File: config.mk
export PLATFORM = sky130hd
export DESIGN_NAME = bmp_24bit_stream_writer_unit
export DESIGN_NICKNAME = d
export VERILOG_FILES = /design/src/sv/bmp24_pkg.sv /design/src/sv/bmp24_front.sv /design/src/sv/bmp24_queue.sv /design/src/sv/bmp24_back.sv /design/src/sv/bmp_24bit_stream_writer_unit.sv
export VERILOG_INCLUDE_DIRS = /design/src /design/src/sv
export SDC_FILE = /design/constraint.sdc
export NUM_CORES = 1
export LEC_CHECK = 0
export ABC_AREA = 1
export BUFFER_PORTS_ARGS = -buffer_cell sky130_fd_sc_hd__buf_2
export CAP_MARGIN = 20
export CORE_MARGIN = 2
export CORE_UTILIZATION = 39
export CTS_CLUSTER_SIZE = 16
export DETAILED_ROUTE_END_ITERATION = 12
export PLACE_DENSITY = 0.61
export SYNTH_ARGS = -nofsm -noshare
export SYNTH_HDL_FRONTEND = slang
export SYNTH_SLANG_ARGS = --single-unit
File: constraint.sdc
create_clock -name clock -period 5.9 [get_ports clock]
set_input_delay 0.295 -clock clock [delete_from_list [all_inputs] [get_ports clock]]
set_output_delay 0.295 -clock clock [all_outputs]
set_load 0.05 [all_outputs]
File: src/sv/bmp_24bit_stream_writer_unit_macros.svh
// assertion helpers shared by the stream writer modules
`ifndef BMP_24BIT_STREAM_WRITER_UNIT_MACROS_SVH
`define BMP_24BIT_STREAM_WRITER_UNIT_MACROS_SVH

`ifndef SYNTHESIS

// same-cycle implication, checked on every rising clock edge outside reset
`define BMP24_ASSERT_IMPLIES(label, clk, rst, cond, prop, msg) \
   label: assert property (@(posedge clk) disable iff (rst) (cond) |-> (prop)) \
      else $error(msg);

// next-cycle implication
`define BMP24_ASSERT_NEXT(label, clk, rst, cond, prop, msg) \
   label: assert property (@(posedge clk) disable iff (rst) (cond) |=> (prop)) \
      else $error(msg);

`else

`define BMP24_ASSERT_IMPLIES(label, clk, rst, cond, prop, msg)
`define BMP24_ASSERT_NEXT(label, clk, rst, cond, prop, msg)

`endif

`endif

File: src/sv/bmp24_pkg.sv
package bmp24_pkg;

   localparam int unsigned COMP_W     = 17;
   localparam int unsigned DIM_W      = 14;
   localparam int unsigned RAW_W      = 30;
   localparam int unsigned ROWB_W     = 16;
   localparam int unsigned IDX_W      = 6;
   localparam int unsigned QUEUE_DEPTH = 4;
   localparam int unsigned QPTR_W     = 2;
   localparam int unsigned QCNT_W     = 3;

   localparam logic [IDX_W-1:0] HDR_LAST = IDX_W'(53);
   localparam logic [IDX_W-1:0] PIX_LAST = IDX_W'(2);

   localparam logic [DIM_W-1:0] WIDTH_RESET  = DIM_W'(640);
   localparam logic [DIM_W-1:0] HEIGHT_RESET = DIM_W'(480);

   localparam logic [RAW_W-1:0] HEADER_BYTES = RAW_W'(54);
   localparam logic [7:0]       INFO_BYTES   = 8'd40;
   localparam logic [15:0]      RESOLUTION   = 16'd2835;
   localparam logic [7:0]       BITS_PER_PIX = 8'd24;
   localparam logic [7:0]       MAGIC_B      = 8'h42;
   localparam logic [7:0]       MAGIC_M      = 8'h4D;

   // register indexes of the configuration port
   localparam logic CSR_FRAME_WIDTH  = 1'b0;
   localparam logic CSR_FRAME_HEIGHT = 1'b1;

   typedef struct packed {
      logic [COMP_W-1:0] red;
      logic [COMP_W-1:0] green;
      logic [COMP_W-1:0] blue;
   } bmp24_req_type;

   typedef struct packed {
      logic [7:0] out_byte;
      logic       run_last;
      logic       frame_end;
   } bmp24_rsp_type;

   // one classified pixel, handed from front to back
   typedef struct packed {
      logic [7:0] blue;
      logic [7:0] green;
      logic [7:0] red;
      logic       header;
      logic [1:0] pad;
      logic       frame_end;
   } bmp24_entry_type;

   // floor(v * 255 / 65536) mod 256, v * 255 done as shift and subtract
   function automatic logic [7:0] comp_to_byte(input logic [COMP_W-1:0] v);
      logic [COMP_W+7:0] prod;
      prod = {v, 8'd0} - {8'd0, v};
      return prod[23:16];
   endfunction

   // one byte of the 54-byte file and info header, little-endian fields
   function automatic logic [7:0] header_byte(input logic [IDX_W-1:0] idx,
                                              input logic [DIM_W-1:0] width,
                                              input logic [DIM_W-1:0] height,
                                              input logic [RAW_W-1:0] raw,
                                              input logic [RAW_W-1:0] size);
      logic [7:0] b;
      b = 8'd0;
      case (idx)
         IDX_W'(0):  b = MAGIC_B;
         IDX_W'(1):  b = MAGIC_M;
         IDX_W'(2):  b = size[7:0];
         IDX_W'(3):  b = size[15:8];
         IDX_W'(4):  b = size[23:16];
         IDX_W'(5):  b = {2'd0, size[29:24]};
         IDX_W'(10): b = HEADER_BYTES[7:0];
         IDX_W'(14): b = INFO_BYTES;
         IDX_W'(18): b = width[7:0];
         IDX_W'(19): b = {2'd0, width[13:8]};
         IDX_W'(22): b = height[7:0];
         IDX_W'(23): b = {2'd0, height[13:8]};
         IDX_W'(26): b = 8'd1;
         IDX_W'(28): b = BITS_PER_PIX;
         IDX_W'(34): b = raw[7:0];
         IDX_W'(35): b = raw[15:8];
         IDX_W'(36): b = raw[23:16];
         IDX_W'(37): b = {2'd0, raw[29:24]};
         IDX_W'(38), IDX_W'(42): b = RESOLUTION[7:0];
         IDX_W'(39), IDX_W'(43): b = RESOLUTION[15:8];
         default:    b = 8'd0;
      endcase
      return b;
   endfunction

endpackage

File: src/sv/bmp24_front.sv
module bmp24_front (
   input  logic                         clock,
   input  logic                         reset,
   input  logic                         req_push,
   input  bmp24_pkg::bmp24_req_type     req_data,
   input  logic                         q_full,
   input  logic [bmp24_pkg::DIM_W-1:0]  frame_width,
   input  logic [bmp24_pkg::DIM_W-1:0]  frame_height,
   output logic                         q_push,
   output bmp24_pkg::bmp24_entry_type   q_entry
);
   import bmp24_pkg::*;

   logic [DIM_W-1:0] column_ff, column_in;
   logic [DIM_W-1:0] row_ff, row_in;
   logic [DIM_W:0]   column_next;
   logic [DIM_W:0]   row_next;
   logic             row_end;
   logic             frame_done;

   assign q_push      = req_push && !q_full;
   assign column_next = {1'b0, column_ff} + (DIM_W+1)'(1);
   assign row_next    = {1'b0, row_ff} + (DIM_W+1)'(1);
   assign row_end     = column_next >= {1'b0, frame_width};
   assign frame_done  = row_end && (row_next >= {1'b0, frame_height});

   always_comb begin
      q_entry.blue      = comp_to_byte(req_data.blue);
      q_entry.green     = comp_to_byte(req_data.green);
      q_entry.red       = comp_to_byte(req_data.red);
      q_entry.header    = (column_ff == '0) && (row_ff == '0);
      // 3 * width mod 4 padding works out to width mod 4
      q_entry.pad       = row_end ? frame_width[1:0] : 2'd0;
      q_entry.frame_end = frame_done;
   end

   always_comb begin
      column_in = column_ff;
      row_in    = row_ff;
      if (q_push) begin
         if (row_end) begin
            column_in = '0;
            row_in    = frame_done ? '0 : row_next[DIM_W-1:0];
         end else begin
            column_in = column_next[DIM_W-1:0];
         end
      end
   end

   always_ff @(posedge clock) begin
      if (reset) begin
         column_ff <= '0;
         row_ff    <= '0;
      end else begin
         column_ff <= column_in;
         row_ff    <= row_in;
      end
   end

endmodule

File: src/sv/bmp24_queue.sv
`include "bmp_24bit_stream_writer_unit_macros.svh"

module bmp24_queue (
   input  logic                        clock,
   input  logic                        reset,
   input  logic                        push,
   input  bmp24_pkg::bmp24_entry_type  wr_entry,
   output logic                        full,
   input  logic                        pop,
   output bmp24_pkg::bmp24_entry_type  rd_entry,
   output logic                        empty
);
   import bmp24_pkg::*;

   bmp24_entry_type    mem_ff [QUEUE_DEPTH];
   logic [QPTR_W-1:0]  wr_ptr_ff, wr_ptr_in;
   logic [QPTR_W-1:0]  rd_ptr_ff, rd_ptr_in;
   logic [QCNT_W-1:0]  count_ff, count_in;
   logic               push_ok;
   logic               pop_ok;

   assign full     = count_ff == QCNT_W'(QUEUE_DEPTH);
   assign empty    = count_ff == '0;
   assign push_ok  = push && !full;
   assign pop_ok   = pop && !empty;
   assign rd_entry = mem_ff[rd_ptr_ff];

   always_comb begin
      wr_ptr_in = push_ok ? wr_ptr_ff + QPTR_W'(1) : wr_ptr_ff;
      rd_ptr_in = pop_ok ? rd_ptr_ff + QPTR_W'(1) : rd_ptr_ff;
      count_in  = count_ff;
      if (push_ok && !pop_ok) begin
         count_in = count_ff + QCNT_W'(1);
      end else if (pop_ok && !push_ok) begin
         count_in = count_ff - QCNT_W'(1);
      end
   end

   always_ff @(posedge clock) begin
      if (push_ok) begin
         mem_ff[wr_ptr_ff] <= wr_entry;
      end
   end

   always_ff @(posedge clock) begin
      if (reset) begin
         wr_ptr_ff <= '0;
         rd_ptr_ff <= '0;
         count_ff  <= '0;
      end else begin
         wr_ptr_ff <= wr_ptr_in;
         rd_ptr_ff <= rd_ptr_in;
         count_ff  <= count_in;
      end
   end

   `BMP24_ASSERT_IMPLIES(a_count_bound, clock, reset, 1'b1, count_ff <= QCNT_W'(QUEUE_DEPTH), "queue count past depth")
   `BMP24_ASSERT_IMPLIES(a_ptr_gap, clock, reset, !full, (wr_ptr_ff - rd_ptr_ff) == count_ff[QPTR_W-1:0], "queue pointers disagree with count")

endmodule

File: src/sv/bmp24_back.sv
`include "bmp_24bit_stream_writer_unit_macros.svh"

module bmp24_back (
   input  logic                         clock,
   input  logic                         reset,
   input  logic                         q_empty,
   input  bmp24_pkg::bmp24_entry_type   q_entry,
   output logic                         q_pop,
   input  logic [bmp24_pkg::DIM_W-1:0]  frame_width,
   input  logic [bmp24_pkg::DIM_W-1:0]  frame_height,
   output logic                         rsp_empty,
   input  logic                         rsp_pop,
   output bmp24_pkg::bmp24_rsp_type     rsp_data
);
   import bmp24_pkg::*;

   typedef enum logic [3:0] {
      ST_IDLE = 4'b0001,
      ST_HEAD = 4'b0010,
      ST_PIX  = 4'b0100,
      ST_PAD  = 4'b1000
   } back_state_type;

   back_state_type   state_ff, state_in;
   logic [IDX_W-1:0] idx_ff, idx_in;
   bmp24_entry_type  entry_ff, entry_in;
   bmp24_rsp_type    out_ff, out_in;
   logic             out_valid_ff, out_valid_in;

   logic [ROWB_W-1:0] row_bytes;
   logic [ROWB_W-1:0] row_bytes_ff;
   logic [RAW_W-1:0]  raw_ff;
   logic [RAW_W-1:0]  size_ff;

   logic             adv;
   logic             emit;
   logic             last;
   logic [7:0]       byte_val;

   // padded row length, raw size and file size track the registers
   assign row_bytes = ROWB_W'(frame_width) + ROWB_W'({frame_width, 1'b0})
                      + ROWB_W'(frame_width[1:0]);

   always_ff @(posedge clock) begin
      row_bytes_ff <= row_bytes;
      raw_ff       <= RAW_W'(row_bytes_ff) * RAW_W'(frame_height);
      size_ff      <= raw_ff + HEADER_BYTES;
   end

   assign adv       = !out_valid_ff || rsp_pop;
   assign rsp_empty = !out_valid_ff;
   assign rsp_data  = out_ff;

   always_comb begin
      state_in     = state_ff;
      idx_in       = idx_ff;
      entry_in     = entry_ff;
      out_in       = out_ff;
      out_valid_in = out_valid_ff && !rsp_pop;
      q_pop        = 1'b0;
      emit         = 1'b0;
      last         = 1'b0;
      byte_val     = 8'd0;

      unique case (state_ff)
         ST_IDLE: begin
            if (!q_empty) begin
               q_pop    = 1'b1;
               entry_in = q_entry;
               idx_in   = '0;
               state_in = q_entry.header ? ST_HEAD : ST_PIX;
            end
         end
         ST_HEAD: begin
            if (adv) begin
               emit     = 1'b1;
               byte_val = header_byte(idx_ff, frame_width, frame_height, raw_ff, size_ff);
               if (idx_ff == HDR_LAST) begin
                  state_in = ST_PIX;
                  idx_in   = '0;
               end else begin
                  idx_in = idx_ff + IDX_W'(1);
               end
            end
         end
         ST_PIX: begin
            if (adv) begin
               emit = 1'b1;
               // file order is blue, green, red
               if (idx_ff == '0) begin
                  byte_val = entry_ff.blue;
               end else if (idx_ff == IDX_W'(1)) begin
                  byte_val = entry_ff.green;
               end else begin
                  byte_val = entry_ff.red;
               end
               if (idx_ff == PIX_LAST) begin
                  if (entry_ff.pad != 2'd0) begin
                     state_in = ST_PAD;
                     idx_in   = '0;
                  end else begin
                     last = 1'b1;
                  end
               end else begin
                  idx_in = idx_ff + IDX_W'(1);
               end
            end
         end
         ST_PAD: begin
            if (adv) begin
               emit = 1'b1;
               if (idx_ff == IDX_W'(entry_ff.pad) - IDX_W'(1)) begin
                  last = 1'b1;
               end else begin
                  idx_in = idx_ff + IDX_W'(1);
               end
            end
         end
         default: begin
            state_in = ST_IDLE;
         end
      endcase

      if (emit) begin
         out_in.out_byte  = byte_val;
         out_in.run_last  = last;
         out_in.frame_end = last && entry_ff.frame_end;
         out_valid_in     = 1'b1;
      end

      // chain straight into the next entry so bytes keep flowing
      if (last) begin
         if (!q_empty) begin
            q_pop    = 1'b1;
            entry_in = q_entry;
            idx_in   = '0;
            state_in = q_entry.header ? ST_HEAD : ST_PIX;
         end else begin
            state_in = ST_IDLE;
         end
      end
   end

   always_ff @(posedge clock) begin
      entry_ff <= entry_in;
      out_ff   <= out_in;
      idx_ff   <= idx_in;
   end

   always_ff @(posedge clock) begin
      if (reset) begin
         state_ff     <= ST_IDLE;
         out_valid_ff <= 1'b0;
      end else begin
         state_ff     <= state_in;
         out_valid_ff <= out_valid_in;
      end
   end

   `BMP24_ASSERT_IMPLIES(a_head_idx, clock, reset, state_ff == ST_HEAD, idx_ff <= HDR_LAST && entry_ff.header, "header index out of range")
   `BMP24_ASSERT_IMPLIES(a_pad_idx, clock, reset, state_ff == ST_PAD, entry_ff.pad != 2'd0 && idx_ff < IDX_W'(entry_ff.pad), "pad index out of range")

endmodule

File: src/sv/bmp_24bit_stream_writer_unit.sv
// a pixel taken into an idle block passes the queue, entry and output registers
// before its first byte shows; one byte per cycle out while rsp_pop keeps up and
// the queue holds pixels, three per pixel plus the pad bytes at each row end and
// 54 header bytes before the first pixel of a frame; pixels are taken every cycle
// until the 4-entry pixel queue fills; reset (synchronous, active high): counters
// zero, queue and output empty, width 640 and height 480
`include "bmp_24bit_stream_writer_unit_macros.svh"

module bmp_24bit_stream_writer_unit (
   input  logic                         clock,
   input  logic                         reset,
   // pixel input beats
   input  logic                         req_push,
   output logic                         req_full,
   input  bmp24_pkg::bmp24_req_type     req_data,
   // file byte beats
   output logic                         rsp_empty,
   input  logic                         rsp_pop,
   output bmp24_pkg::bmp24_rsp_type     rsp_data,
   // register writes
   input  logic                         csr_we,
   input  logic                         csr_index,
   input  logic [bmp24_pkg::DIM_W-1:0]  csr_wdata
);
   import bmp24_pkg::*;

   // image size registers, read live by front and back
   logic [DIM_W-1:0] width_ff, width_in;
   logic [DIM_W-1:0] height_ff, height_in;

   // front to queue
   logic            q_push;
   bmp24_entry_type q_wr_entry;
   logic            q_full;

   // queue to back
   logic            q_pop;
   bmp24_entry_type q_rd_entry;
   logic            q_empty;

   always_comb begin
      width_in  = width_ff;
      height_in = height_ff;
      if (csr_we) begin
         unique case (csr_index)
            CSR_FRAME_WIDTH:  width_in  = csr_wdata;
            CSR_FRAME_HEIGHT: height_in = csr_wdata;
            default: ;
         endcase
      end
   end

   always_ff @(posedge clock) begin
      if (reset) begin
         width_ff  <= WIDTH_RESET;
         height_ff <= HEIGHT_RESET;
      end else begin
         width_ff  <= width_in;
         height_ff <= height_in;
      end
   end

   // the input side stalls only when the pixel queue is full
   assign req_full = q_full;

   // front: converts components, tracks column and row, marks header, padding and frame end
   bmp24_front u_front (
      .clock        (clock),
      .reset        (reset),
      .req_push     (req_push),
      .req_data     (req_data),
      .q_full       (q_full),
      .frame_width  (width_ff),
      .frame_height (height_ff),
      .q_push       (q_push),
      .q_entry      (q_wr_entry)
   );

   // short queue decoupling classification from byte emission
   bmp24_queue u_queue (
      .clock    (clock),
      .reset    (reset),
      .push     (q_push),
      .wr_entry (q_wr_entry),
      .full     (q_full),
      .pop      (q_pop),
      .rd_entry (q_rd_entry),
      .empty    (q_empty)
   );

   // back: walks header, pixel and pad bytes into the output register
   bmp24_back u_back (
      .clock        (clock),
      .reset        (reset),
      .q_empty      (q_empty),
      .q_entry      (q_rd_entry),
      .q_pop        (q_pop),
      .frame_width  (width_ff),
      .frame_height (height_ff),
      .rsp_empty    (rsp_empty),
      .rsp_pop      (rsp_pop),
      .rsp_data     (rsp_data)
   );

   // a frame always closes on the last byte of its last pixel's run, pad bytes included
   `BMP24_ASSERT_IMPLIES(a_frame_end_last, clock, reset, !rsp_empty && rsp_data.frame_end, rsp_data.run_last, "frame end without run end")

endmodule
Word level (Yosys, flattened, before mapping)

Memories as Yosys holds them, arrays and structs flattened. A register that Yosys moved wholly into a read port is not among the register bits.
Index checks and enable logic that the tools add are counted.

Register bits after elaboration: 188
RAM bits: 112
Bits of input ports: 71
Output and inout port bits: 12
Word-level logic and storage cells: 158
Memories kept: 1

Memories:

| memory         | words | width | read ports | clocked after Yosys merged registers in | write ports | line              | source |
|---|---|---|---|---|---|---|---|
| u_queue.mem_ff | 4     | 28    | 1          | 1                                       | 1           | bmp24_queue.sv:15 | `bmp24_entry_type mem_ff [QUEUE_DEPTH];` |

Add/subtract/negate cells: 14
Multiply operators: 1
Magnitude comparators: 2
Eq/ne operators: 35
Mux-type cells: 53
Bitwise gates (word level): 1
Reductions and logical operators: 29

Operator list:

| cell                                                                     | number |
|---|---|
| 8-bit case mux with 20 select lines                                      | 1 |
| 28-bit two-way mux                                                       | 4 |
| 24-bit by 17-bit subtractor with 24-bit output                           | 3 |
| 6-bit two-way mux                                                        | 10 |
| 6-bit equality test (second input constant)                              | 9 |
| 6-bit by 5-bit equality test with 1-bit output (second input constant)   | 6 |
| 4-bit two-way mux                                                        | 8 |
| 8-bit two-way mux                                                        | 4 |
| 14-bit by 1-bit adder with 15-bit output (second input constant)         | 2 |
| 30-bit by 6-bit adder with 30-bit output (second input constant)         | 1 |
| 15-bit by 14-bit greater-or-equal comparator with 1-bit output           | 2 |
| 16-bit by 14-bit multiplier with 30-bit output                           | 1 |
| 14-bit logical NOT                                                       | 2 |
| 14-bit two-way mux                                                       | 2 |
| 6-bit case mux with 4 select lines                                       | 1 |
| 14-bit by 15-bit adder with 16-bit output                                | 1 |
| 16-bit by 2-bit adder with 16-bit output                                 | 1 |
| 4-bit case mux with 4 select lines                                       | 1 |
| 8-bit case mux with 2 select lines                                       | 1 |
| 3-bit by 1-bit inequality test with 1-bit output (second input constant) | 5 |
| 1-bit two-way mux                                                        | 14 |
| 6-bit by 2-bit equality test with 1-bit output (second input constant)   | 2 |
| 6-bit by 3-bit equality test with 1-bit output (second input constant)   | 2 |
| 6-bit by 4-bit equality test with 1-bit output (second input constant)   | 2 |
| other kinds (28)                                                         | 50 |

Depth between registers and ports, before layout

Gate-level depths: netlist of the first run.

Depth after elaboration: 10
Mapped depth: 28
Depth with buffers taken out: 26

Modules after synthesis

A second synthesis of the first run with hierarchy kept.

Cell total of the unflattened synthesis: 2,930
Area, all modules: 23,178.5 µm²

By module, submodules not included:

| module                       | instances | cells an instance | area each (µm²) | seq. area each (µm²) |
|---|---|---|---|---|
| bmp24_back                   | 1         | 1,745             | 13,264.0        | 2,732.6 |
| bmp24_queue                  | 1         | 341               | 4,640.7         | 3,543.4 |
| bmp24_front                  | 1         | 693               | 4,175.3         | 560.5 |
| bmp_24bit_stream_writer_unit | 1         | 151               | 1,098.6         | 560.5 |

Worst setup path after synthesis of the first run

OpenSTA, ideal clock, no wires.

Path kind: register to register
Start: reg height_ff[13]
End: reg u_back.raw_ff[24]
Library setup time: 72 ps
Data arrival time: 5,269 ps
Required time: 5,828 ps
Setup slack: 560 ps
Cell stages (with the launch flop): 23
Path buffers: 2
Period minus slack after synthesis: 5,340 ps
Cell sequence: dfxtp_1 -> clkbuf_1 -> clkbuf_1 -> nand2_1 -> fa_1 -> fa_1 -> inv_1 -> fa_1 -> fa_1 -> fa_1 -> inv_1 -> fa_1 -> inv_1 -> ha_1 -> nand2_1 -> inv_1 -> nand2_1 -> nor2_1 -> nand4_1 -> nand3_1 -> nand3_1 -> nand2_1 -> xor2_1

Cells in the longest elaborated chain, start to end: 1

RTL lines:

| what                                           | line                               | source |
|---|---|---|
| start, declared                                | bmp_24bit_stream_writer_unit.sv:29 | `logic [DIM_W-1:0] height_ff, height_in;` |
| start signal, assigned                         | bmp_24bit_stream_writer_unit.sv:59 | `height_ff <= height_in;` |
| 16-bit by 14-bit multiplier with 30-bit output | bmp24_back.sv:46                   | `raw_ff <= RAW_W'(row_bytes_ff) * RAW_W'(frame_height);` |
| end signal, assigned                           | bmp24_back.sv:46                   |  |
| end, declared                                  | bmp24_back.sv:32                   | `logic [RAW_W-1:0] raw_ff;` |

Every way passes these cells.
A chain may end at the register's enable or synchronous reset.

Worst setup path after layout of the first run

Start: reg height_ff[11]
End: reg u_back.raw_ff[24]

The elaborated chain is that of the path after synthesis.

==> metrics, run 1 <==
number of remaining DRC errors 0; Total GRT Usage 0.2076; FF+latch count, synth 295; Placed Cells 3,506; worst endpoint required time 6.38 ns; Antenna Violating Nets Remaining 0; CTS Buffer Depth 3; most frequent cell after synthesis nand2_1; area grow syn2layout 11.18%; adder-cell share of the synthesized area 0.2382; Worst setup EP type register; Top Ports 83; Layout Skew 0.01715 ns; wire length of the first global-routing pass 95,650 µm; Starting Density 0.3964; Sink Count 295; largest family of logic cells by synthesized area adder cells; post-synth top area share 0.1671; worst slew pin tran 1.117 ns; DP HPWL 45,710 µm; Layout Cells excl Fill 3,570; latest clock arrival within the worst-skew pair 0.56 ns; Yosys Warn Count 0; Post-synth top cells nand2_1 (577), inv_1 (501), nor2_1 (212), ha_1 (187), dfxtp_1 (173); Starting DRT DRC Count 1,124; PwrDens 557.0 mW/mm²; Async S/R FF share, synth 0; Final Max Tran Viols 0; worst min path class in -> reg; GRT overflow 0; critical setup path kind reg -> reg; antenna diode instance count 0; vias in the first global route 18,080; antenna violations before repair 0; crit start category register; clk root buf clkbuf_16; Final Hold Viols 0; Synth cell types 54; RSZ-0062 raised after global routing false; Num CTS Buffers 35; post-synthesis simple-gate area fraction 0.1965; CTS tree done; XOR/XNOR Fraction of Synth Area 0.03715; Setup Fix Bufs, Post-CTS 0; largest net degree at the start of global routing 58; ratio of cells with drive above 1 in the final layout 0.07193; Worst IR Drop VDD 0.4746 mV; Slew HR 0.2483; DIE AREA 0.05813 mm²; # rows 86; sequential share of the synthesized area 0.3250; leakage 0.01219 µW; Pre-antenna DRT Iters 7; max-cap violations 0; Setup TNS Final 0 ns; Synth area leaders edfxtp_1 (17%), dfxtp_1 (16%), fa_1 (13%); cell count after synthesis 2,727; EDFF count, synth 122; core area 0.05531 mm²; Die Wd 241.1 µm; DR WL/cell 16.53 µm; input/output buffers 82; Yosys top cell by area edfxtp_1; chip height 241.1 µm; period utilization 0.9464; RD Place Congestion 0.9344; Max Fclk 0.1791 GHz; crit-path max FO 8; Nets 3,199; minimum clock period 5.584 ns; Mapped Area 0.02193 mm²; multiplexer area fraction after synthesis 0; vias 18,140; Via density 5.082; Top FF cell, synth dfxtp_1; Worst-path clk slew 0.05 ns; final setup fails 0; status complete, no violations; Compound-Gate Fraction of Synth Area 0.1010; routed wire length 59,000 µm; data arrival time of the critical path 6.07 ns; Avg Inst Size Synth 8.040 µm²; CTS HTree Levels 2; Mapped Nets 3,129
-- worst max-delay path: stages (launching register included) --
cell and delay (ns):
dfxtp_1 0.59, nand2_1 0.14, fa_1 0.49, fa_1 0.56
inv_1 0.07, fa_1 0.55, fa_1 0.54, fa_1 0.56
inv_1 0.06, fa_1 0.54, inv_1 0.04, ha_1 0.37
nand2_1 0.09, inv_1 0.10, nand2_1 0.09, nor2_1 0.17
nand4_1 0.10, nand3_1 0.13, nand3_1 0.08, nand2_1 0.08
xor2_1 0.15
-- sequential cells by signal, summed over array words and instances, names as in the netlist, named ones only --
signal,cells
width_ff,14
u_back.size_ff,28
u_front.row_ff,14
u_queue.count_ff,3
u_queue.mem_ff,112
u_back.row_bytes_ff,14
u_back.state_ff,4
u_back.idx_ff,6
u_queue.rd_ptr_ff,2
u_front.column_ff,14
u_back.raw_ff,28
u_queue.wr_ptr_ff,2
u_back.out_valid_ff,1
u_back.rsp_data,10
u_back.entry_ff,27
height_ff,14
-- timing repair --
item,in CTS,in global routing
setup endpoints to repair,0,9
hold buffers,2,0
endpoints found under the hold margin,3,0
resized for setup,0,13
-- worst paths after layout --
check                        startpoint                   endpoint  slack, ns  cells after the start
max          height_ff[11]$_SDFFE_PP0P_  u_back.raw_ff[24]$_DFF_P_       0.32                     20
min                        csr_wdata[8]  height_ff[8]$_SDFFE_PP1P_       0.05                      3
max reg2reg  height_ff[11]$_SDFFE_PP0P_  u_back.raw_ff[24]$_DFF_P_       0.32                     20
min reg2reg    u_back.raw_ff[2]$_DFF_P_  u_back.size_ff[2]$_DFF_P_       0.43                      1
-- where the power goes --
group | total, µW | internal, µW | switching, µW
Clock | 2240 | 1330 | 906
Sequential | 3050 | 2670 | 380
Combinational | 8280 | 2990 | 5290
-- logic make-up after synthesis --
family | count (synthesis)
buf+inv | 586
xor+xnor | 93
compound gates | 400
flops | 295
simple gates | 1022
fa+ha+maj | 331
-- per-stage QoR --
| step | power [µW] | worst slack, ns | utilization | instance area, µm² | hold slack, ns |
|---|---|---|---|---|---|
| after floorplan | 8941 | 0.5599 | - | 21930 | 0.3882 |
| after global placement | 11240 | 0.3196 | 0.4189 | 23170 | 0.4226 |
| after detailed placement | 11290 | 0.2345 | 0.4189 | 23170 | 0.4076 |
| after CTS | 13660 | 0.1851 | 0.4404 | 24360 | 0.02095 |
| after global routing | 15060 | 0.003331 | 0.4408 | 24380 | 0.03368 |
| final | 13580 | 0.3163 | 0.4408 | 24380 | 0.05015 |
-- final cells by class --
type                            instances  area, µm²
Inverter                              504       1892
Sequential cell                       295       7141
Fill cell                            5512      30930
Tap cell                              748      935.9
Timing Repair Buffer                  115      663.1
Clock buffer                           44      919.6
Clock inverter                         18      250.2
Multi-Input combinational cell       1846      12580
-- cells in the final DEF, fill, tap and decap left out, types with 35 or more instances in the layout --
| master | Yosys | routed |
|---|---|---|
| a21oi_1 | 165 | 165 |
| buf_2 | 4 | 82 |
| clkbuf_16 | 0 | 35 |
| dfxtp_1 | 173 | 162 |
| edfxtp_1 | 122 | 122 |
| fa_1 | 144 | 144 |
| ha_1 | 187 | 187 |
| inv_1 | 501 | 501 |
| nand2_1 | 577 | 577 |
| nand3_1 | 106 | 105 |
| nand4_1 | 45 | 45 |
| nor2_1 | 212 | 208 |
| o21ai_0 | 142 | 141 |
| xor2_1 | 73 | 73 |
-- layer usage --
layer	wire length, µm	part of all wire	GRT usage
met5	0	0	0
met4	1289	0.022	0.05481
met3	3247	0.055	0.02848
met2	27650	0.47	0.3439
met1	26820	0.45	0.2848
No activity file was read; power rests on OpenSTA's default activity.
==> run 2: changes to the inputs <==
--- a/config.mk
+++ b/config.mk
@@ -16,4 +16,5 @@
 export PLACE_DENSITY = 0.61
 export SYNTH_ARGS = -nofsm -noshare
 export SYNTH_HDL_FRONTEND = slang
+export SYNTH_HIERARCHICAL = 1
 export SYNTH_SLANG_ARGS = --single-unit
==> run 2 against run 1 <==
Non-clock buffer count grew 12. Area after synthesis grew 5.7%. Clock-buffer cell count shrank 4. Cell count grew 6.9%. Power is essentially flat. Largest power group unchanged. Synthesized cell count grew 7.4%. Core utilization shrank 0.49 points. Highest routed layer unchanged. Clock power is essentially flat.
==> metrics, run 2 <==
status complete, no violations; vias in the first global route 18,340; Largest Register u_queue/mem_ff; Nets 3,418; commonest cells after routing, fill and taps aside nand2_1 (722), inv_1 (498), nor2_1 (283), ha_1 (187), edfxtp_1 (149); vias 19,380; worst endpoint required time 6.34 ns; DR WL/cell 16.67 µm; DIE AREA 0.06140 mm²; met3 GRT Util 0.03071; input/output buffers 82; routed wire length 63,620 µm; Logic pwr share 0.597; largest net degree at the start of global routing 53; CTS tree done; Final Max Tran Viols 0; Async S/R FF share, synth 0; latest clock arrival within the worst-skew pair 0.58 ns; Worst path slowest cell dfxtp_1; data arrival time of the critical path 5.98 ns; Die Wd 247.8 µm; critical setup path kind reg -> reg; PwrDens 529.3 mW/mm²; Worst Setup SP u_back/row_bytes_ff[5]$_DFF_P_; EDFF count, synth 149; Clock power frac 0.166; Slew HR 0.2664; Pre-antenna DRT Iters 5; Buf+Inv Stages, Crit Path 3; Synth area leaders edfxtp_1 (19%), dfxtp_1 (13%), fa_1 (12%); Top Ports 83; commonest non-fill, non-tap cell in the layout nand2_1; Sink Count 295; Top FF cell, synth edfxtp_1; area grow syn2layout 10.77%; Max Fclk 0.1808 GHz; Worst path max stage delay 0.74 ns; CP cell instances nand2_1 -> fa_1 -> fa_1 -> inv_1 -> fa_1 -> fa_1 -> fa_1 -> inv_1 -> fa_1 -> inv_1 -> ha_1 -> a21oi_1 -> o21ai_0 -> a21oi_1 -> nand2_1 -> nand2_1 -> nand2_1 -> xor2_1; cell count after synthesis 2,930; Post-synth top cells nand2_1 (722), inv_1 (498), nor2_1 (287), ha_1 (187), edfxtp_1 (149); core area 0.05891 mm²; Mapped Nets 3,332; Num CTS Buffers 34; HP Start csr_wdata[9]; wire length of the first global-routing pass 99,820 µm; antenna violations before repair 6; post-synth top area share 0.1930; Setup TNS Final 0 ns; Total Power 13,590 µW; Total GRT Usage 0.2075; Worst-path clk slew 0.06 ns; Starting Density 0.3935; Int Pwr 6968 µW; Antenna Violating Nets Remaining 0; number of remaining DRC errors 0; worst slew pin tran 1.096 ns; crit-path max FO 14; Largest regs u_queue/mem_ff: 112 flops, u_back/raw_ff: 28 flops, u_back/size_ff: 28 flops; minimum clock period 5.532 ns; period utilization 0.9377; crit start category register; Starting DRT DRC Count 1,444; leakage 0.01284 µW; RSZ-0062 raised after global routing false; GRT overflow 0; Via density 5.078; WHS 0.03435 ns; RR Startpoint u_back/row_bytes_ff[5]$_DFF_P_; CTS resizes 0; Worst setup EP type register; FF+latch count, synth 295; Reg power frac 0.238; Yosys top cell by area edfxtp_1; sequential share of the synthesized area 0.3191; DP HPWL 49,120 µm; max-cap violations 0; fillers 5,973; CP dominant cell by count fa_1; CTS Buffer Depth 3; Layout Skew 0.01864 ns; placed inst area 0.02444 mm²; final setup fails 0; worst min path class in -> reg; Final Instance Area 0.02568 mm²; met1 Track Usage GR 0.2868; Sw Ratio 0.4873; Setup Fix Bufs, Post-CTS 0; Yosys Warn Count 6; clk root buf clkbuf_16; CP top delay family adder cells; # rows 89; net switching power 6624 µW; Worst IR Drop VDD 0.6091 mV; grt peak-use layer met2; most frequent cell after synthesis nand2_1; RD Place Congestion 0.9385; Final Hold Viols 0; ratio of cells with drive above 1 in the final layout 0.08514; Mapped Area 0.02318 mm²; Avg Inst Size Synth 7.911 µm²; CTS HTree Levels 2; Synth cell types 50; max reg flops 112; GR Util met2 0.3344; chip height 247.8 µm
[run 2: cell types whose count changed after synthesis, moves of 12 or more]
cell,previous run,this run
o21ai_0,142,90
a21oi_1,165,115
nand3_1,106,134
nor2_1,212,287
o21ai_1,5,17
a21oi_2,1,20
clkbuf_1,72,45
dfxtp_1,173,146
edfxtp_1,122,149
nand2_1,577,722
[run 2: worst paths after layout]
check                         endpoint  depth (start not counted)  slack (ns)
max          u_back/raw_ff[24]$_DFF_P_                         18        0.37
min reg2reg  u_back/size_ff[2]$_DFF_P_                          1        0.45
max reg2reg  u_back/raw_ff[24]$_DFF_P_                         18        0.37
min           width_ff[9]$_SDFFE_PP1P_                          3        0.03
[run 2: metrics by stage]
step                      instances    util  setup WS, ns
final                          3817  0.4359        0.3675
after global routing           3815  0.4358       0.06736
after CTS                      3815  0.4358        0.4119
after detailed placement       3748  0.4149        0.4392
after global placement         3748  0.4149        0.4961
after floorplan                2930       -        0.6389
[run 2: area by class of cell]
| cell class | count | area (µm²) | area share |
|---|---|---|---|
| sequential | 295 | 7398 | 0.2881 |
| inverter | 515 | 1937 | 0.07543 |
| tap | 773 | 967.2 | 0.03767 |
| timing repair buffer | 127 | 760.7 | 0.02963 |
| clock buffer | 40 | 893.4 | 0.03479 |
| antenna | 2 | 5.005 | 0.0001949 |
| multi-input combinational | 2043 | 13430 | 0.5229 |
| clock inverter | 22 | 289.0 | 0.01126 |
[run 2: logic make-up after synthesis]
kind of cell,count (synthesis),synth area share
AO/OA/AOI/OAI,320,0.07978
XOR/XNOR,91,0.03439
adder cells (fa/ha/maj),331,0.2253
buffers and inverters,592,0.1021
flip-flops,295,0.3191
AND/OR/NAND/NOR,1301,0.2393
[run 2: power by group through the flow]
stage | clock network [µW] | logic (µW) | registers (µW)
after global routing | 2380 | 9220 | 3270
after detailed placement | 0 | 8010 | 3250
final | 2260 | 8110 | 3230
after global placement | 0 | 8010 | 3260
after CTS | 2300 | 8120 | 3220
after floorplan | 0 | 6070 | 3100
[run 2: tightest hold or removal path, delay by kind of cell]
| family | cells | cell delay [ns] |
|---|---|---|
| AND/OR/NAND/NOR | 2 | 0.15 |
| buffers and inverters | 1 | 0.12 |
[run 2: repair_timing]
item / CTS / global route
hold buffers: 5 / 0
hold endpoints to repair: 5 / 0
setup endpoints to repair: 0 / 0
[run 2: per-layer routing]
metal | up-vias | part of all wire
met2 | 533 | 0.46
met3 | 103 | 0.056
li1 | 9512 | -
met5 | - | 0
met1 | 9235 | 0.45
met4 | 0 | 0.029
